$ cat config.mk
export PLATFORM = sky130hd
export DESIGN_NAME = sdsf_back
export DESIGN_NICKNAME = d
export VERILOG_FILES = /design/src/sdsf_pkg.sv /design/src/sdsf_back.sv
export SDC_FILE = /design/constraint.sdc
export NUM_CORES = 1
export LEC_CHECK = 0
export BUFFER_PORTS_ARGS = -buffer_cell sky130_fd_sc_hd__buf_2
export CORE_MARGIN = 2
export CORE_UTILIZATION = 49
export CTS_CLUSTER_DIAMETER = 80
export DETAILED_ROUTE_END_ITERATION = 8
export PLACE_DENSITY = 0.8
export SYNTH_ARGS = -nofsm -noshare
export SYNTH_HDL_FRONTEND = slang
export SYNTH_SLANG_ARGS = --single-unit
$ cat constraint.sdc
create_clock -name clk -period 9.85 [get_ports clk]
set_input_delay 1.97 -clock clk [delete_from_list [all_inputs] [get_ports clk]]
set_output_delay 1.97 -clock clk [all_outputs]
set_load 0.02 [all_outputs]
$ cat src/sdsf_pkg.sv
// ----------------------------------------------------------------------------
// sdsf_pkg: shared types and constants
// Word types, queue entry and segment patterns for the signed decimal
// seven-segment formatter.
// ----------------------------------------------------------------------------
package sdsf_pkg;

  localparam int MAX_DIGITS = 8;
  localparam int IDX_W      = 3;

  localparam logic [7:0] SEG_BLANK = 8'h00;
  localparam logic [7:0] SEG_MINUS = 8'h01;
  localparam logic [7:0] SEG_POINT = 8'h80;

  // q = (v * DIV10_MAGIC) >> DIV10_SHIFT is exact for any 32-bit v
  localparam logic [31:0] DIV10_MAGIC = 32'hCCCC_CCCD;
  localparam int          DIV10_SHIFT = 35;

  typedef struct packed {
    logic               mode;
    logic signed [31:0] value;
  } in_word_t;

  typedef struct packed {
    logic [3:0] digit_address;
    logic [7:0] segment_byte;
    logic       last;
  } out_word_t;

  typedef struct packed {
    logic [MAX_DIGITS-1:0][3:0] digits;
    logic [3:0]                 used;
    logic                       neg;
    logic                       ovf;
    logic                       fixed;
  } entry_t;

  function automatic logic [7:0] seg_of(input logic [3:0] d);
    logic [7:0] s;
    case (d)
      4'd0: s = 8'h7E;
      4'd1: s = 8'h30;
      4'd2: s = 8'h6D;
      4'd3: s = 8'h79;
      4'd4: s = 8'h33;
      4'd5: s = 8'h5B;
      4'd6: s = 8'h5F;
      4'd7: s = 8'h70;
      4'd8: s = 8'h7F;
      4'd9: s = 8'h7B;
      default: s = SEG_BLANK;
    endcase
    return s;
  endfunction

endpackage

$ cat src/sdsf_back.sv
// ----------------------------------------------------------------------------
// sdsf_back: digit formatter and output register
// Walks an entry from the leftmost position, one word per cycle unless stalled.
// ----------------------------------------------------------------------------
module sdsf_back
  import sdsf_pkg::*;
#(
  parameter int DIGITS = 8
) (
  input  logic      clk,
  input  logic      rst,
  input  logic      q_empty,
  output logic      q_pop,
  input  entry_t    q_data,
  output logic      empty,
  input  logic      pop,
  output out_word_t result
);

  localparam int CNT_W = (DIGITS > 1) ? $clog2(DIGITS) : 1;

  entry_t           cur;
  logic             active;
  logic [CNT_W-1:0] k;
  logic             res_valid;
  out_word_t        res;

  logic             adv;
  logic             k_last;
  logic             load;
  logic [IDX_W-1:0] pos;
  logic [3:0]       pos4;
  logic [7:0]       seg;
  out_word_t        word_next;

  assign adv    = !res_valid || pop;
  assign k_last = (k == CNT_W'(DIGITS - 1));
  assign load   = !q_empty && (!active || (adv && k_last));
  assign q_pop  = load;
  assign empty  = !res_valid;
  assign result = res;

  assign pos  = IDX_W'(CNT_W'(DIGITS - 1) - k);
  assign pos4 = 4'(pos);

  always_comb begin
    if (cur.ovf) begin
      seg = SEG_MINUS;
    end else begin
      if (pos4 < cur.used) begin
        seg = seg_of(cur.digits[pos]);
      end else if ((pos4 == cur.used) && cur.neg) begin
        seg = SEG_MINUS;
      end else begin
        seg = SEG_BLANK;
      end
      if (cur.fixed && (DIGITS >= 4) && (pos == IDX_W'(3))) begin
        seg = seg | SEG_POINT;
      end
    end
    word_next.digit_address = pos4 + 4'd1;
    word_next.segment_byte  = seg;
    word_next.last          = k_last;
  end

  always_ff @(posedge clk) begin
    if (rst) begin
      active    <= 1'b0;
      k         <= '0;
      res_valid <= 1'b0;
    end else begin
      if (adv) begin
        res_valid <= active;
        if (active) begin
          k <= k + CNT_W'(1);
          if (k_last) begin
            active <= 1'b0;
          end
        end
      end
      if (load) begin
        active <= 1'b1;
        k      <= '0;
      end
    end
  end

  always_ff @(posedge clk) begin
    if (adv && active) begin
      res <= word_next;
    end
    if (load) begin
      cur <= q_data;
    end
  end

endmodule

==> flow_summary.ini, run 1 <==
[run_status]
outcome = finished, final reports clean

[place]
port_buffers = 57
post-dp-hpwl_mm = 2.70
dp_slack_ps = 4650
gp_congestion = 0.736

[clocking]
cts_setup_buffers = 0
cts_hold_repair.buffers = 0
cts_made_buffers = 9
htreeDepth = 3
cts.path.max_buffers = 2
clk_latency_ps = 330
cts_sinks = 57
cts_root_buf = clkbuf_8
cts.repair.resized = 0
cts_tree = done
clkTransAtPathRegs_ps = 60

[min_path]
hold_depth = 2
min_to = res_valid
hold_start = active
hold_path_class = flip-flop to flip-flop

[floorplan]
dieArea_um2 = 5580
die_x_um = 74.7
start_util_pct = 51.2
io_pins = 58
coreArea_um2 = 4790
die_h_um = 74.7
rows = 25

[synthesis]
synth_area_per_cell_um2 = 17.0
synth_area_leader_cell = edfxtp_1
synth_compound_area_share_pct = 4.75
synthArstFlopShare_pct = 0
yosys.area_share.simple_pct = 5.00
synth_fp_nets = 200
ys_seq_area_share_pct = 67.8
synth_fa_ha_area_share_pct = 6.64
yosys-top-cells-count = 52 x edfxtp_1, 13 x ha_1, 13 x inv_1
yosys_register_bits = 57
synth_top_family_by_area = multiplexers
synth_edf_count = 52
synth_area_um2 = 2450
synth-warning-count = 0
ys_top_cells_by_area = edfxtp_1 64%, ha_1 6.6%, mux4_1 6.4%
yosys.area.top_type_share_pct = 63.7
yosysUniqueCellTypes = 31
netlist_instances = 144
synth-xor-area-share_pct = 0.357
ys.flop_type = edfxtp_1
synth_most_common_cell = edfxtp_1
muxShareOfSynthArea_pct = 12.4

[timing]
setup_ws_ps = 4670
clock_skew_ps = 9.46
hold_violations = 0
clock.fmax_ghz = 0.193
setup_viol = 0
tns_ps = 0
fin_crit_sh_pct = 52.6
layout_min_cycle_time_ps = 5180
rsz0062_at_grt = no
holdWs_ps = 552
worst_slew_pin_slew_ps = 605
slew_viol_final = 0
slew_headroom_pct = 59.6

[drt]
vias = 1345
wl_per_cell_um = 13.1
first_pass_iters = 4
dr.first_iter.drc_count = 43
avgViaCountPerCell = 4.75
postRouteAntennaNets = 0
drc_errors = 0
wl_mm = 3.71

[setup_path]
crit_path_max_fanout = 41
cp.required_ps = 7880
reg2reg_setup_slack_ps = 7090
critPathKind = input port to output port
r2r-start = k[0]
r2r_end = result[1]
critPathCaptureType = output port
arrival_ps = 3210
critPathLaunchType = input port
reg2regPathDepth = 7

[cells_and_area]
syn_to_final_growth_pct = 21.7
fin_util_pct = 62.3
drive_above_1_share_pct = 38.4
antenna_cells = 0
nets = 267

[global_routing]
grt_use_total_pct = 15.2
grt_overflow_total = 0
grt_first_pass_wirelength_mm = 5.91
grt_antenna_before_repair = 0
grt_max_degree = 42
grt_pass1_vias = 1302

[pwr]
power_leakage_nw = 1.24
peakVddDrop_v = 0.000135
p_total_mw = 0.522
pwr_density_cell_nw_per_um2 = 175

[flow_run]
max-cap-violations = 0
metal layers:
| layer | up-vias | share of wire (%) | wire [µm] | GRT usage, % |
|---|---|---|---|---|
| met5 | - | 0 | 0 | 0 |
| met4 | 0 | 2.0 | 73 | 8.33 |
| met3 | 6 | 7.4 | 275 | 7.50 |
| met2 | 47 | 48 | 1790 | 23.5 |
| met1 | 612 | 42 | 1580 | 17.4 |
| li1 | 680 | - | - | - |
worst max-delay path, stage by stage:
cell      delay (ps)
buf_2             80
nand2b_1         180
nand2_1          130
a21oi_4          150
buf_4            420
buf_2            260
cells by family after synthesis:
group                    after synthesis
AO/OA/AOI/OAI                         20
XOR/XNOR                               1
adder cells (fa/ha/maj)               13
buffers and inverters                 16
flip-flops                            57
multiplexers                          15
AND/OR/NAND/NOR                       22
layout by cell type (no fill, tap or decap), types with 2 or more instances in the layout:
master     n
buf_2     57
edfxtp_1  52
inv_1     13
ha_1      13
a21oi_1   11
clkbuf_8  10
nand2_1    6
mux4_1     6
dfxtp_1    5
nor2_1     4
mux2i_1    3
a21o_1     3
clkbuf_1   3
mux2i_4    2
nor2b_1    2
mux4_2     2
or2_2      2
nor3_1     2
clkinv_2   2
report_power, final:
group	total [mW]	leakage (nW)	internal, mW	switching [mW]
clock	0.182	0.0834	0.0973	0.0842
combinational	0.0540	0.614	0.0251	0.0289
sequential	0.286	0.538	0.281	0.00550
how the worst max path moves through the flow:
stage                     from     to  slack, ps  cells after the start
after floorplan            pop  q_pop       3420                      3
after CTS                  pop  q_pop       4650                      6
after global placement     pop  q_pop       4720                      6
final                      pop  q_pop       4670                      6
after detailed placement   pop  q_pop       4650                      6
after global routing       pop  q_pop       4560                      6
sequential cells by signal, summed over array words and instances (netlist names):
| register | cells |
|---|---|
| k | 3 |
| cur | 39 |
| result | 13 |
| res_valid | 1 |
| active | 1 |
cell type report:
type	count	area, µm²
Clock buffer	13	149
Clock inverter	3	17.5
Fill cell	358	1800
Inverter	14	52.6
Multi-Input combinational cell	71	726
Sequential cell	57	1660
Tap cell	67	83.8
Timing Repair Buffer	58	293
stage by stage:
step                area (µm²)  std cells
finish                    2980        283
global route              2980        283
CTS                       2980        283
detailed placement        2820        267
global placement          2820        267
floorplan                 2450        144
Note: power is estimated with default switching activity, not from simulation.
==> run 2, diff against run 1 <==
- ABC_AREA: default -> 1
- PLACE_DENSITY: 0.8 -> 0.79
- clock period: 9.85 -> 5.2 ns (I/O delays scaled with it)
==> flow_summary.ini, run 2 <==
[setup_path]
critPathKind = flip-flop to output port
crit_chain = ha_1 -> ha_1 -> a21oi_1 -> nor2_4 -> buf_4 -> buf_2
path_buf_inv = 2
crit_slowest_cell = dfxtp_1
cp.required_ps = 4160
critPathLaunchType = flip-flop
crit_family = buffers and inverters
arrival_ps = 2340
crit_path_max_fanout = 41
cp_num_cells = 6
crit_path_max_incr_delay_ps = 660
crit_top_cell = ha_1
critPathCaptureType = output port
reg2regPathDepth = 9

[clocking]
cts_sinks = 57
cts_hold_repair.buffers = 0
htreeDepth = 3
cts_root_buf = clkbuf_8
cts_made_buffers = 9
cts.path.max_buffers = 2
cts.repair.resized = 0
cts_tree = done
clk_latency_ps = 330
clkTransAtPathRegs_ps = 60
cts_setup_buffers = 0

[run_status]
outcome = finished, final reports clean

[timing]
worst_slew_pin_slew_ps = 1200
slew_headroom_pct = 20.0
fin_crit_sh_pct = 65.1
slew_viol_final = 0
hold_violations = 0
layout_min_cycle_time_ps = 3380
clock.fmax_ghz = 0.296
rsz0062_at_grt = no
setup_viol = 0
setup_ws_ps = 1820
clock_skew_ps = 4.39
tns_ps = 0

[drt]
avgViaCountPerCell = 4.63
postRouteAntennaNets = 0
wl_per_cell_um = 11.2
vias = 1750
drc_errors = 0
first_pass_iters = 4
dr.first_iter.drc_count = 99
wl_mm = 4.22

[synthesis]
synth_fp_nets = 294
synth_top_family_by_area = simple AND/OR/NAND/NOR gates
muxShareOfSynthArea_pct = 0
yosys_register_bits = 57
ys_top_cells_by_area = edfxtp_1 60%, nand2_1 6.5%, ha_1 6.2%
yosys.area.top_type_share_pct = 59.7
netlist_instances = 238
ys_seq_area_share_pct = 63.5
yosys-top-cells-count = 52 x edfxtp_1, 45 x nand2_1, 35 x inv_1
yosys.area_share.simple_pct = 18.4
synth_area_per_cell_um2 = 11.0
synth_edf_count = 52
synth_fa_ha_area_share_pct = 6.21
synth-warning-count = 0
synth_area_leader_cell = edfxtp_1
synth_area_um2 = 2620
synth_most_common_cell = edfxtp_1
synth-xor-area-share_pct = 0
ys.flop_type = edfxtp_1
yosysUniqueCellTypes = 25
synth_compound_area_share_pct = 4.68
synthArstFlopShare_pct = 0

[cells_and_area]
layout_commonest_cell = buf_2
multi_input_area_um2 = 773
largest_register_ffs = 39
syn_to_final_growth_pct = 20.5
fillCellCount = 452
regMostFlops = cur
antenna_cells = 0
layout_common_cells = 57 x buf_2, 52 x edfxtp_1, 45 x nand2_1
register_area_um2 = 1660
nets = 359
drive_above_1_share_pct = 31.2

[pwr]
pwr_density_cell_nw_per_um2 = 333
power_leakage_nw = 1.42
peakVddDrop_v = 0.000231
power_frac_seq_pct = 51.2
p_clk_share_pct = 37.8
combinationalPowerShare_pct = 11.0
netSwitchingFraction_pct = 23.3
intPower_mw = 0.806
switchingPower_mw = 0.245

[place]
port_buffers = 57
post-dp-hpwl_mm = 2.87
dp_slack_ps = 1980
gp_congestion = 0.842

[floorplan]
die_h_um = 77.1
start_util_pct = 50.9
dieArea_um2 = 5940
io_pins = 58
rows = 26
coreArea_um2 = 5140
die_x_um = 77.1

[global_routing]
grt_first_pass_wirelength_mm = 6.92
grt_antenna_before_repair = 0
grt_use_total_pct = 15.4
grt_pass1_vias = 1533
grt_overflow_total = 0
grt_max_degree = 42

[flow_run]
max-cap-violations = 0

[min_path]
hold_path_class = flip-flop to flip-flop
hold_depth = 2
==> run 2: metal layers <==
layer  vias up  routed length [µm]  global-route usage (%)
li1        916                   -                       -
met1       767                1870                    19.4
met2        56                1970                    23.6
met3        11                 285                    5.06
met4         0                  97                    8.57
met5         -                   0                       0
==> run 2: final cells by class <==
class                   instances  area share, %
clock inverters                 3           1.27
flip-flops and latches         57           52.7
clock buffers                  13           4.72
repair buffers                 59           9.52
inverters                      38           4.52
well taps                      70           2.78
multi-input cells             138           24.5
==> run 2: power by group through the flow <==
stage	logic, mW	registers (mW)	clock network [mW]
after global placement	0.113	0.548	0
after floorplan	0.0706	0.557	0
after detailed placement	0.115	0.548	0
final	0.115	0.538	0.398
after global routing	0.131	0.540	0.424
after CTS	0.116	0.538	0.405
==> run 2: worst paths after layout <==
check / slack (ps) / end / startpoint
setup / recovery: 1820 / q_pop / k[1]
setup reg to reg: 2980 / result[3] / k[1]
hold reg to reg: 480 / res_valid / active
hold / removal: 480 / res_valid / active
==> run 2: logic make-up after synthesis <==
| kind of cell | Yosys count |
|---|---|
| AND/OR/NAND/NOR | 102 |
| flip-flops | 57 |
| buffers and inverters | 43 |
| AO/OA/AOI/OAI | 23 |
| adder cells (fa/ha/maj) | 13 |
==> run 2: worst min-delay path, delay by kind of cell, from the launching register on <==
kind	cells	cell delay, ps
buffers and inverters	1	70
AO/OA/AOI/OAI	1	70
flip-flops	1	300
==> run 2: through the flow <==
stage	cells	utilization, %	hold WS, ps	power [mW]	area (µm²)
floorplan	238	-	450	0.627	2620
global placement	362	57.7	465	0.660	2970
detailed placement	362	57.7	472	0.664	2970
CTS	378	61.4	482	1.06	3150
global route	378	61.4	539	1.10	3150
finish	378	61.4	481	1.05	3150
==> run 3, diff against run 2 <==
- CORE_UTILIZATION: 49 -> 48
- PLACE_DENSITY: 0.79 -> 0.81
- clock period: 5.2 -> 2.75 ns (I/O delays scaled with it)
==> flow_summary.ini, run 3 (synthesized netlist as in run 2, its figures left out) <==
[min_path]
hold_start = q_data[9]
hold_path_class = input port to flip-flop
hold_depth = 1

[timing]
slew_headroom_pct = 70.7
fin_crit_sh_pct = 86.1
worst_slew_pin_slew_ps = 439
setup_viol = 0
slew_viol_final = 0
clock.fmax_ghz = 0.422
clock_skew_ps = 6.90
layout_min_cycle_time_ps = 2370
tns_ps = 0
rsz0062_at_grt = no
hold_violations = 0

[clocking]
cts.path.max_buffers = 2
cts_root_buf = clkbuf_8
cts_sinks = 57
cts_hold_repair.buffers = 0
cts_setup_buffers = 0
clk_latency_ps = 320
cts.repair.resized = 0
cts_tree = done
htreeDepth = 3
clkTransAtPathRegs_ps = 60
cts_made_buffers = 9

[place]
gp_congestion = 0.813
dpl.cell_count = 366
post-dp-hpwl_mm = 3.43
port_buffers = 57
postPlaceCellArea_um2 = 3000

[global_routing]
grt_pass1_vias = 1638
grt_antenna_before_repair = 0
grt_overflow_total = 0
grt_use_total_pct = 16.7
grt_max_degree = 27
grt_first_pass_wirelength_mm = 7.51

[cells_and_area]
drive_above_1_share_pct = 31.7
fin_util_pct = 61.4
antenna_cells = 0
instances_no_fill = 382
nets = 363
fin_area_um2 = 3170
regMostFlops = cur
layout_common_cells = 57 x buf_2, 52 x edfxtp_1, 45 x nand2_1
layout_commonest_cell = buf_2
largest_register_ffs = 39
syn_to_final_growth_pct = 21.3

[setup_path]
cp_num_cells = 6
crit_path_max_fanout = 10
crit_family = adder cells
crit_slowest_cell = dfxtp_1
r2r-start = k[0]
cp-startpoint = k[1]
critPathKind = flip-flop to output port
crit_chain = buf_4 -> ha_1 -> ha_1 -> a21oi_1 -> nor2_4 -> buf_2
arrival_ps = 1820
critPathCaptureType = output port
crit_path_max_incr_delay_ps = 360
reg2regPathDepth = 11
cp.required_ps = 2200
crit_top_cell = ha_1
critPathLaunchType = flip-flop
path_buf_inv = 2

[drt]
dr.first_iter.drc_count = 104
avgViaCountPerCell = 4.62
wl_mm = 4.64
vias = 1764
first_pass_iters = 4
postRouteAntennaNets = 0
wl_per_cell_um = 12.1
drc_errors = 0

[pwr]
power_leakage_nw = 1.44
p_total_mw = 1.95
peakVddDrop_v = 0.000323
pwr_density_cell_nw_per_um2 = 616

[floorplan]
dieArea_um2 = 6060
die_h_um = 77.8
die_x_um = 77.8
rows = 26
coreArea_um2 = 5170
io_pins = 58
start_util_pct = 50.6

[run_status]
outcome = finished, final reports clean

[flow_run]
max-cap-violations = 0
## run 3: cell count changes in the layout (fill, tap and decap cells not counted), sizes merged
cell    before  now
buf         59   63
clkbuf      13   12
clkinv       2    3
## run 3: per-stage QoR
stage | setup slack [ps] | hold WS (ps)
4_1_cts | 353 | 375
6_report | 381 | 395
3_3_place_gp | 648 | 463
2_1_floorplan | 230 | 450
5_1_grt | 206 | 376
3_5_place_dp | 567 | 484
## run 3: power by group
part           internal (mW)  switching (mW)
logic                 0.0815           0.139
clock network          0.413           0.299
registers               1.00          0.0165
total                   1.50           0.455
## run 3: final timing paths
kind,slack (ps),end
max,380,q_pop
min,400,cur[9]
min reg2reg,490,res_valid
max reg2reg,540,result[4]
## run 3: layout make-up
type | instances | area (µm²)
multi-input cells | 138 | 773
fillers | 427 | 2000
clock inverters | 4 | 43.8
flip-flops and latches | 57 | 1660
well taps | 70 | 87.6
clock buffers | 12 | 135
inverters | 38 | 143
repair buffers | 63 | 330
## run 3: routing by layer
| layer | part of all wire (%) | vias up | track usage, % |
|---|---|---|---|
| met3 | 5.3 | 6 | 4.30 |
| met2 | 49 | 53 | 25.4 |
| li1 | - | 921 | - |
| met5 | 0 | - | 0 |
| met4 | 1.6 | 0 | 9.11 |
| met1 | 44 | 784 | 21.7 |
## run 3: worst register-to-register path: stages, from the launching register on
cell and delay [ps]:
dfxtp_1 590, inv_2 240, o21ai_0 240, o22ai_1 100, nand2_1 60, o21ai_1 100
inv_1 160, ha_1 260, nand2_1 70, nand2_1 60, inv_1 70, a21oi_2 40
