[src/sdsf_pkg.sv]
// ----------------------------------------------------------------------------
// sdsf_pkg: shared types and constants
// Word types, queue entry and segment patterns for the signed decimal
// seven-segment formatter.
// ----------------------------------------------------------------------------
package sdsf_pkg;

  localparam int MAX_DIGITS = 8;
  localparam int IDX_W      = 3;

  localparam logic [7:0] SEG_BLANK = 8'h00;
  localparam logic [7:0] SEG_MINUS = 8'h01;
  localparam logic [7:0] SEG_POINT = 8'h80;

  // q = (v * DIV10_MAGIC) >> DIV10_SHIFT is exact for any 32-bit v
  localparam logic [31:0] DIV10_MAGIC = 32'hCCCC_CCCD;
  localparam int          DIV10_SHIFT = 35;

  typedef struct packed {
    logic               mode;
    logic signed [31:0] value;
  } in_word_t;

  typedef struct packed {
    logic [3:0] digit_address;
    logic [7:0] segment_byte;
    logic       last;
  } out_word_t;

  typedef struct packed {
    logic [MAX_DIGITS-1:0][3:0] digits;
    logic [3:0]                 used;
    logic                       neg;
    logic                       ovf;
    logic                       fixed;
  } entry_t;

  function automatic logic [7:0] seg_of(input logic [3:0] d);
    logic [7:0] s;
    case (d)
      4'd0: s = 8'h7E;
      4'd1: s = 8'h30;
      4'd2: s = 8'h6D;
      4'd3: s = 8'h79;
      4'd4: s = 8'h33;
      4'd5: s = 8'h5B;
      4'd6: s = 8'h5F;
      4'd7: s = 8'h70;
      4'd8: s = 8'h7F;
      4'd9: s = 8'h7B;
      default: s = SEG_BLANK;
    endcase
    return s;
  endfunction

endpackage

[src/sdsf_queue.sv]
// ----------------------------------------------------------------------------
// sdsf_queue: two-entry queue
// Holds converted entries between the conversion and the output stages.
// ----------------------------------------------------------------------------
module sdsf_queue
  import sdsf_pkg::*;
(
  input  logic   clk,
  input  logic   rst,
  input  logic   push,
  output logic   full,
  input  entry_t wr_data,
  input  logic   pop,
  output logic   empty,
  output entry_t rd_data
);

  entry_t     slots [2];
  logic       wr_ptr;
  logic       rd_ptr;
  logic [1:0] count;
  logic       do_push;
  logic       do_pop;

  assign full    = (count == 2'd2);
  assign empty   = (count == 2'd0);
  assign do_push = push && !full;
  assign do_pop  = pop && !empty;
  assign rd_data = slots[rd_ptr];

  always_ff @(posedge clk) begin
    if (rst) begin
      wr_ptr <= 1'b0;
      rd_ptr <= 1'b0;
      count  <= 2'd0;
    end else begin
      if (do_push) begin
        wr_ptr <= !wr_ptr;
      end
      if (do_pop) begin
        rd_ptr <= !rd_ptr;
      end
      if (do_push && !do_pop) begin
        count <= count + 2'd1;
      end else if (do_pop && !do_push) begin
        count <= count - 2'd1;
      end
    end
  end

  always_ff @(posedge clk) begin
    if (do_push) begin
      slots[wr_ptr] <= wr_data;
    end
  end

endmodule

[config.mk]
export PLATFORM = sky130hd
export DESIGN_NAME = sdsf_queue
export DESIGN_NICKNAME = d
export VERILOG_FILES = /design/src/sdsf_pkg.sv /design/src/sdsf_queue.sv
export SDC_FILE = /design/constraint.sdc
export NUM_CORES = 1
export LEC_CHECK = 0
export BUFFER_PORTS_ARGS = -buffer_cell sky130_fd_sc_hd__buf_2
export CORE_ASPECT_RATIO = 2
export CORE_MARGIN = 3
export CORE_UTILIZATION = 53
export CTS_BUF_LIST = sky130_fd_sc_hd__clkbuf_4
export CTS_CLUSTER_SIZE = 28
export DETAILED_ROUTE_END_ITERATION = 12
export GPL_TIMING_DRIVEN = 0
export MAX_ROUTING_LAYER = met4
export PLACE_DENSITY_LB_ADDON = 0.25
export SLEW_MARGIN = 20
export SYNTH_ARGS = -nofsm -noshare
export SYNTH_HDL_FRONTEND = slang
export SYNTH_SLANG_ARGS = --single-unit
export TNS_END_PERCENT = 5
[constraint.sdc]
create_clock -name clk -period 2.4 [get_ports clk]
set_input_delay 0.12 -clock clk [delete_from_list [all_inputs] [get_ports clk]]
set_output_delay 0.12 -clock clk [all_outputs]
set_load 0.005 [all_outputs]
==> results of run 1 <==
==> per-stage QoR <==
| stage | setup slack, ns | instances | instance area (um^2) |
|---|---|---|---|
| CTS | 0.5401 | 347 | 4108 |
| global route | 0.4954 | 347 | 4108 |
| detailed placement | 0.6425 | 291 | 3571 |
| finish | 0.6011 | 347 | 4108 |
| global placement | -0.08271 | 289 | 3515 |
| floorplan | 0.4230 | 146 | 3024 |
==> per-layer routing <==
layer  vias up  share of wire [%]  global-route usage, %
met5         -                  0                      -
met4         0                2.6                  11.35
met3        14                5.0                  3.767
met2        64                 58                  33.02
met1       848                 34                  17.84
li1        841                  -                      -
==> worst max-delay path, cell delays in order, from the launching register on <==
cell	delay (ns)
dfxtp_1	0.37
buf_4	0.20
buf_4	0.21
mux2_2	0.35
buf_2	0.13
==> sequential cells by signal, summed over array words and instances (netlist names), named ones only <==
register / cells
slots: 78
count: 2
rd_ptr: 1
wr_ptr: 1
==> cells by family (layout without fill, tap and decap cells) <==
| logic type | count (synthesis) | in the layout | share of synthesized area, % |
|---|---|---|---|
| xor gates and xnor gates | 3 | 3 | 0.8690 |
| adders and majority gates | 1 | 1 | 0.4137 |
| DFF | 83 | 83 | 80.76 |
| muxes | 39 | 39 | 14.52 |
| and+or+nand+nor | 9 | 9 | 1.531 |
| AOI/OAI and AO/OA | 5 | 5 | 0.8273 |
| buffers and inverters | 6 | 147 | 1.076 |
==> cells in the final DEF, fill, tap and decap left out, drive strengths merged <==
cell type    count
a21oi            2
and2             1
buf             89
bufinv           1
clkbuf          13
clkinv           2
dfxtp            5
dlygate4sd3     40
edfxtp          78
ha               1
inv              2
mux2            39
nor2             5
nor2b            1
o21ai            3
or3              2
xor2             3
==> cell type report <==
| cell class | instances | area, um^2 | share of cell area, % |
|---|---|---|---|
| sequential | 83 | 2442 | 59.46 |
| timing repair buffer | 125 | 870.8 | 21.20 |
| multi-input combinational | 57 | 550.5 | 13.40 |
| clock buffer | 13 | 97.59 | 2.376 |
| tap | 60 | 75.07 | 1.828 |
| clock inverter | 3 | 38.79 | 0.9443 |
| buffer | 4 | 25.02 | 0.6092 |
| inverter | 2 | 7.507 | 0.1828 |
==> how the worst min path moves through the flow <==
| stage | slack [ns] | cells past startpoint | endpoint | from |
|---|---|---|---|---|
| detailed placement | 0.31 | 1 | slots[1][26]$_DFFE_PP_ | wr_data[26] |
| floorplan | 0.19 | 1 | count[1]$_SDFFE_PP0P_ | rst |
| CTS | 0.08 | 4 | wr_ptr$_SDFFE_PP0P_ | push |
| finish | 0.11 | 4 | wr_ptr$_SDFFE_PP0P_ | push |
| global route | 0.17 | 4 | wr_ptr$_SDFFE_PP0P_ | push |
| global placement | 0.31 | 1 | slots[1][14]$_DFFE_PP_ | wr_data[14] |
==> power by group through the flow <==
| stage | combinational (mW) | clock [mW] | sequential [mW] |
|---|---|---|---|
| CTS | 1.02 | 0.795 | 1.88 |
| global placement | 0.899 | 0 | 1.91 |
| detailed placement | 0.965 | 0 | 1.91 |
| floorplan | 0.555 | 0 | 1.90 |
| global route | 1.10 | 0.849 | 1.90 |
| finish | 1.00 | 0.764 | 1.88 |
==> out/summary.txt, run 1 <==
Outcome = completed
Sequential fraction of the synthesis area = 80.76%
IO buf count = 83
Pwr/cell area = 886.8 nW/um^2
Via density = 5.092
Crit. End Element = primary output
First-pass GRT wire length = 8832 um
Worst Tran Pin Value = 0.4774 ns
CP arrival = 1.68 ns
Area Growth Syn to Fin = 35.83%
Routed vias = 1,767
Full die area = 6704 um^2
Setup crit end = rd_data[18]
Final Hold Fails = 0
Flops & latches, synth = 83
Clk pwr share = 21.0%
Post-synthesis cell count = 146
Pin count of the biggest net entering global routing = 24
Yosys top cell area share = 77.45%
EDFF count, synth = 78
Hold_ws = 0.1089 ns
Gpl congestion = 0.7298
Switching power = 0.9218 mW
Mean post-synth cell area = 20.71 um^2
All-Layer GR Usage = 18.84%
Clk buf depth = 2
CP startpoint kind = register
Max-slew headroom = 68.17%
Cell accounting for the most synthesized area = edfxtp_1
Post-route minimum period = 1.799 ns
Synth warn = 0
Max-cap violations = 0
Critical R2R Capture = slots[0][31]$_DFFE_PP_
Die extent in x = 59.42 um
Worst-Skew Late Latency = 0.40 ns
RR Startpoint = count[0]$_SDFFE_PP0P_
Worst Hold Class = input port to register
Iter 0 DRT Violations = 44
Max VDD drop = 0.0006833 V
Average wire per standard cell = 16.16 um
Detail Route Antenna Nets = 0
H-tree Lvls = 3
Most numerous cell in the Yosys netlist = edfxtp_1
Skew final = 0.01164 ns
Pint = 2.721 mW
Reg clk slew, reported paths = 0.12 ns
Asr flop ratio synth = 0%
Resized cells post-CTS = 0
Critical path peak fanout = 10
Synth top area cells = edfxtp_1 77%, mux2_2 15%, dfxtp_1 3.3%
FF-to-FF path depth = 4
Leak Pwr = 1.589 nW
Post-detail-place hpwl = 3606 um
Rows = 38
FMAX = 555.9 MHz
Reg power frac = 51.6%
Residual DRC = 0
WL final = 5606 um
Hold-fix buffers at CTS = 40
Post-Syn Area = 3024 um^2
Setup TNS Final = 0 ns
WS Path Type = register to primary output
Die Ht = 112.8 um
Initial antenna violation count = 0
Pre-Repair DR Iteration Count = 4
Final Slew Violations = 0
Ys flop type = edfxtp_1
Final nets = 326
Starting Density = 55.31%
Fraction of layout cells with a size suffix above 1 = 50.87%
Tot Pwr = 3.643 mW
Number of CTS-inserted buffers = 9
FILL cells = 319
Core Region = 5468 um^2
Tcrit/Tclk final = 74.95%
Post-synth cell types = 14
Gate power share = 27.5%
Syn nets = 190
CTS tree = built
Ports = 84
CTS Sinks = 83
Vias in the first global route = 1,930
CTS root buf = clkbuf_4
Grt ovf = 0
Slack of the worst reg-to-reg path = 0.63 ns
Ant. Diodes = 0
WP data required = 2.28 ns
RSZ-0062 raised after global routing = no
Final setup fails = 0
Setup Buffers After CTS = 0
Sw Ratio = 25.30%
Final Core Density = 75.13%
Synth cell count leaders = 78 x edfxtp_1, 39 x mux2_2, 5 x dfxtp_1, 5 x nor2_1
Note: power is estimated with default switching activity, not from simulation.
==> inputs of run 2 (changes only) <==
==> constraint.sdc (replaced) <==
create_clock -name clk -period 1.7 [get_ports clk]
set_input_delay 0.085 -clock clk [delete_from_list [all_inputs] [get_ports clk]]
set_output_delay 0.085 -clock clk [all_outputs]
set_load 0.005 [all_outputs]
==> run 2 against run 1 <==
Compared with the run above:
- global-route usage fell by 0.29 points
- power rose by 37%
- routed wire length fell by 0.64%
- clock skew fell by 0.0014 ns
- critical endpoint is now rd_data[11]
==> out/summary.txt, run 2 (synthesis gave the netlist of run 1 again) <==
Final nets = 325 (-0.31%)
Area Growth Syn to Fin = 34.88%
Setup TNS Final = 0 ns (unchanged)
H-tree Lvls = 3 (unchanged)
Final worst-path setup slack = 0.1129 ns (-0.4882 ns)
Clk buf depth = 2 (unchanged)
Final Slew Violations = 0 (unchanged)
Number of CTS-inserted buffers = 9 (unchanged)
Hold Path Depth = 4 (unchanged)
CP arrival = 1.50 ns (-0.18 ns)
FMAX = 630.1 MHz
Hold Path End = wr_ptr$_SDFFE_PP0P_
Worst Hold Class = input port to register
Critical path peak fanout = 10 (unchanged)
CTS Sinks = 83 (unchanged)
Average wire per standard cell = 16.10 um (-0.36%)
Residual DRC = 0 (unchanged)
WL final = 5570 um (-0.64%)
Final Core Density = 74.60% (-0.53 points)
Crit. End Element = primary output
Largest regs = slots x78, count x2
Max-slew headroom = 68.72% (+0.55 points)
RSZ-0062 raised after global routing = no
Most common cell after layout, fill and taps aside = buf_2
IO buf count = 83 (unchanged)
Skew final = 0.01026 ns (-0.001381 ns)
Die Ht = 112.8 um (unchanged)
Max reg flops = 78 (unchanged)
Pre-Repair DR Iteration Count = 4 (unchanged)
Max-cap violations = 0 (unchanged)
Final Hold Fails = 0 (unchanged)
FILL cells = 344 (+7.8%)
Area occupied by registers = 2447 um^2 (+0.21%)
Detail Route Antenna Nets = 0 (unchanged)
Starting Density = 55.31% (unchanged)
Multi-input combinational cell area = 561.8 um^2 (+2.0%)
Slack of the worst reg-to-reg path = 0.13 ns (-0.50 ns)
Worst-Skew Late Latency = 0.41 ns (about the same)
WP data required = 1.62 ns (-0.66 ns)
Ant. Diodes = 0 (unchanged)
Iter 0 DRT Violations = 35 (-20%)
Pwr/cell area = 1220 nW/um^2 (+38%)
Post-detail-place hpwl = 3465 um (-3.9%)
Via density = 5.052 (-0.79%)
Initial antenna violation count = 0 (unchanged)
Hold Crit Start = push
Outcome = completed
Dpl ws = -0.3338 ns (-0.9763 ns)
Most frequent cells in the layout = 83 x buf_2, 78 x edfxtp_1, 40 x dlygate4sd3_1
Ports = 84 (unchanged)
Tcrit/Tclk final = 93.36%
CTS root buf = clkbuf_4
FF-to-FF path depth = 3 (-1)
Grt ovf = 0 (unchanged)
Routed vias = 1,748 (-1.1%)
WS Path Type = register to primary output
Gpl congestion = 0.6869 (-5.9%)
Post-route minimum period = 1.587 ns
Final setup fails = 0 (unchanged)
Final instance area = 4079 um^2 (-0.70%)
First-pass GRT wire length = 8673 um (-1.8%)
Reg clk slew, reported paths = 0.11 ns (about the same)
RR Startpoint = count[1]$_SDFFE_PP0P_
Vias in the first global route = 1,879 (-2.6%)
Rows = 38 (unchanged)
Max VDD drop = 0.001158 V (+70%)
Pin count of the biggest net entering global routing = 21 (-13%)
Full die area = 6704 um^2 (unchanged)
Core Region = 5468 um^2 (unchanged)
Leak Pwr = 1.553 nW (-2.3%)
Fraction of layout cells with a size suffix above 1 = 50.70% (-0.17 points)
CP startpoint kind = register
Critical R2R Capture = slots[0][8]$_DFFE_PP_
All-Layer GR Usage = 18.55% (-0.29 points)
Die extent in x = 59.42 um (unchanged)
CTS tree = built
Setup Buffers After CTS = 0 (unchanged)
Area post-placement = 3547 um^2 (-0.67%)
Top reg by flops = slots
Worst Tran Pin Value = 0.4682 ns (-0.009224 ns)
[run 2: changes by cell type in the layout (fill, tap and decap cells not counted), sizes merged]
cell      before  now
clkinvlp       0    2
clkinv         2    5
bufinv         1    0
inv            2    1
buf           89   85
[run 2: repair_timing]
item | CTS | global route
cloned | 1 | 0
gates resized for setup | 7 | 6
endpoints found under the hold margin | 83 | 0
endpoints found under the setup margin | 70 | 67
hold buffers | 40 | 0
[run 2: how the worst max path moves through the flow]
stage	cells after the start	end	slack, ns
after global placement	3	slots[1][29]$_DFFE_PP_	-0.81
after detailed placement	3	slots[0][29]$_DFFE_PP_	-0.33
after global routing	3	rd_data[14]	0.03
after CTS	4	rd_data[19]	0.01
after floorplan	3	slots[1][0]$_DFFE_PP_	-0.27
final	3	rd_data[11]	0.11
[run 2: cell type report]
type	count	share of cell area [%]
sequential	83	60.00
timing repair inverter	1	0.1840
timing repair buffer	124	20.67
buffer	3	0.7362
inverter	2	0.2761
multi-input combinational	57	13.77
clock buffer	11	2.025
clock inverter	5	0.4908
tap	60	1.840
[run 2: routing by layer]
layer	routed length (um)	part of all wire (%)	vias to the layer above	global-route usage, %
met4	180	3.2	0	10.14
met2	3061	55	69	30.61
met3	360	6.5	18	6.050
li1	-	-	840	-
met5	0	0	-	-
met1	1968	35	821	18.57
[run 2: power by group]
group | switching (mW) | internal, mW | total [mW]
Clock | 0.575 | 0.313 | 0.888
Sequential | 0.0921 | 2.58 | 2.67
Combinational | 0.660 | 0.760 | 1.42
[run 2: per-stage QoR]
step	hold slack (ns)	total power [mW]	std cells
after global placement	0.2725	3.973	289
after floorplan	0.1541	3.469	146
after global routing	0.04012	5.263	346
final	0.04516	4.977	346
after CTS	0.02043	5.038	347
after detailed placement	0.2762	4.029	290
[run 2: worst max-delay path, cell delays in order (launching register included)]
cell      delay [ns]
dfxtp_4         0.38
clkbuf_4        0.22
mux2_2          0.36
buf_2           0.13
==> inputs of run 3 (changes only) <==
--- a/config.mk
+++ b/config.mk
@@ -6,10 +6,13 @@
 export NUM_CORES = 1
 export LEC_CHECK = 0
 export BUFFER_PORTS_ARGS = -buffer_cell sky130_fd_sc_hd__buf_2
+export CELL_PAD_IN_SITES_DETAIL_PLACEMENT = 1
+export CELL_PAD_IN_SITES_GLOBAL_PLACEMENT = 1
 export CORE_ASPECT_RATIO = 2
 export CORE_MARGIN = 3
-export CORE_UTILIZATION = 53
+export CORE_UTILIZATION = 45
 export CTS_BUF_LIST = sky130_fd_sc_hd__clkbuf_4
+export CTS_CLUSTER_DIAMETER = 120
 export CTS_CLUSTER_SIZE = 28
 export DETAILED_ROUTE_END_ITERATION = 12
 export GPL_TIMING_DRIVEN = 0
==> run 3 against run 2 <==
Compared with the run above:
- die area up 16%
- register-to-register slack worse by 0.02 ns
- critical path depth up 1
- global-route usage up 0.36 points
- worst hold slack better by 0.060 ns
- clock power up 44%
- largest power group unchanged
- highest routed layer unchanged
- fmax down 4.3%
- critical path type unchanged
- clock-buffer cell count up 3
==> out/summary.txt, run 3 (synthesis gave the netlist of run 1 again) <==
Number of CTS-inserted buffers = 9 (unchanged)
Most common cell after layout, fill and taps aside = buf_2
Top routing layer used = met4
Core Region = 6412 um^2 (+17%)
Critical path peak fanout = 10 (unchanged)
Residual DRC = 0 (unchanged)
Initial antenna violation count = 0 (unchanged)
WP data required = 1.62 ns (about the same)
IO buf count = 83 (unchanged)
Max VDD drop = 0.0009875 V (-15%)
CTS Sinks = 83 (unchanged)
Reg clk slew, reported paths = 0.11 ns (about the same)
Gpl congestion = 0.6665 (-3.0%)
Average wire per standard cell = 17.56 um (+9.1%)
Largest regs = slots x78, count x2
Starting Density = 47.16% (-8.1 points)
Hold_ws = 0.1048 ns (+0.05965 ns)
Clk buf depth = 2 (unchanged)
Area Growth Syn to Fin = 37.94%
Top reg by flops = slots
Max-slew headroom = 67.44% (-1.3 points)
Leak Pwr = 1.588 nW (+2.3%)
Pin count of the biggest net entering global routing = 28 (+33%)
Slowest-stage cell, CP = dfxtp_2
Hold Path End = rd_ptr$_SDFFE_PP0P_
Final nets = 326 (+0.31%)
Worst Tran Pin Value = 0.4874 ns (+0.01923 ns)
FILL cells = 617 (+79%)
Setup Buffers After CTS = 0 (unchanged)
RSZ-0062 raised after global routing = yes
Critical R2R Capture = slots[0][37]$_DFFE_PP_
Die extent in x = 63.97 um (+7.7%)
Via density = 4.836 (-4.3%)
Final Slew Violations = 0 (unchanged)
Iter 0 DRT Violations = 92 (+160%)
Skew final = 0.005771 ns (-0.004486 ns)
Dpl ws = -0.4252 ns (-0.09136 ns)
Fraction of layout cells with a size suffix above 1 = 52.61% (+1.9 points)
WL final = 6551 um (+18%)
FF-to-FF path depth = 3 (unchanged)
H-tree Lvls = 3 (unchanged)
Hold Path Depth = 4 (unchanged)
CP arrival = 1.57 ns (+0.07 ns)
Post-detail-place hpwl = 3963 um (+14%)
Post-route minimum period = 1.658 ns (+0.07053 ns)
Hold Crit Start = pop
Critical path, cell by cell = buf_6, buf_8, mux2_2, buf_2
Final Hold Fails = 0 (unchanged)
Met2 wire len = 3901 um (+27%)
Slack of the worst reg-to-reg path = 0.11 ns (-0.02 ns)
Most frequent cells in the layout = 85 x buf_2, 78 x edfxtp_1, 40 x dlygate4sd3_1
Pwr/cell area = 1300 nW/um^2 (+6.5%)
FMAX = 603.3 MHz (-4.3%)
Final setup fails = 0 (unchanged)
Ports = 84 (unchanged)
Full die area = 7799 um^2 (+16%)
RR Startpoint = count[1]$_SDFFE_PP0P_
Tot Pwr = 5.423 mW (+9.0%)
Worst Hold Class = input port to register
WS Path Type = register to primary output
Crit-path max cell delay = 0.37 ns (about the same)
First-pass GRT wire length = 10,360 um (+19%)
Ant. Diodes = 0 (unchanged)
CP startpoint kind = register
Pre-Repair DR Iteration Count = 4 (unchanged)
Max-cap violations = 0 (unchanged)
Worst-Skew Late Latency = 0.41 ns (about the same)
Detail Route Antenna Nets = 0 (unchanged)
Tcrit/Tclk final = 97.51% (+4.1 points)
Final worst-path setup slack = 0.04236 ns (-0.07053 ns)
Outcome = completed
CTS root buf = clkbuf_4
All-Layer GR Usage = 18.92% (+0.36 points)
Routed vias = 1,804 (+3.2%)
CTS tree = built
Crit. End Element = primary output
Max reg flops = 78 (unchanged)
Met3 routed WL = 245 um (-32%)
Die Ht = 121.9 um (+8.1%)
Vias in the first global route = 2,062 (+9.7%)
M1 WL = 2309 um (+17%)
Grt ovf = 0 (unchanged)
Rows = 41 (+7.9%)
-- run 3: changes by cell type in the layout (fill, tap and decap cells not counted), sizes merged --
cell,delta
buf,+3
clkinv,-5
bufinv,+2
clkbuf,+1
-- run 3: worst max-delay path by stage --
stage / start / endpoint / slack (ns) / cells after the start
after floorplan: count[1]$_SDFFE_PP0P_ / slots[1][0]$_DFFE_PP_ / -0.27 / 3
after global placement: count[0]$_SDFFE_PP0P_ / slots[1][17]$_DFFE_PP_ / -0.90 / 3
after detailed placement: count[1]$_SDFFE_PP0P_ / slots[0][20]$_DFFE_PP_ / -0.43 / 3
after CTS: register / rd_data[19] / 0.005 / 4
after global routing: register / rd_data[1] / -0.05 / 3
final: register / rd_data[22] / 0.04 / 4
-- run 3: power by group --
group          switching, mW  internal, mW  leakage [nW]
sequential            0.0997          2.58         0.771
clock                  0.600         0.682        0.0927
combinational          0.698         0.765         0.725
total                   1.40          4.02          1.59
-- run 3: area by class of cell --
cell class	count	area (um^2)	area share (%)
flip-flops and latches	83	2446	58.64
repair buffers	124	835.8	20.04
multi-input cells	57	561.8	13.47
well taps	86	107.6	2.579
clock buffers	14	105.1	2.520
clock inverters	2	60.06	1.440
plain buffers	4	36.28	0.8698
inverters	2	11.26	0.2699
repair inverters	1	7.507	0.1800
-- run 3: critical path, delay by kind of cell, from the launching register on --
kind                   cells  cell delay, ns
flip-flops                 1            0.37
multiplexers               1            0.35
buffers and inverters      3            0.44
-- run 3: routing by layer --
metal  vias to the layer above  global-route usage, %
met5                         -                      -
met1                       901                  18.15
li1                        837                      -
met4                         0                  8.931
met2                        58                  34.80
met3                         8                  4.244
-- run 3: per-stage QoR --
stage / cells / area (um^2) / TNS [ns] / utilization, %
4_1_cts: 373 / 4169 / 0 / 65.01
2_1_floorplan: 146 / 3028 / -10.47 / -
3_5_place_dp: 316 / 3572 / -16.54 / 55.71
3_3_place_gp: 315 / 3551 / -48.70 / 55.38
6_report: 373 / 4172 / 0 / 65.05
5_1_grt: 373 / 4172 / -1.004 / 65.05
-- run 3: timing repair --
item / in CTS / in global routing
endpoints found under the hold margin: 83 / 0
hold buffers: 40 / 0
pin swaps: 0 / 0
cloned: 1 / 0
endpoints found under the setup margin: 49 / 91
resized for setup: 8 / 2
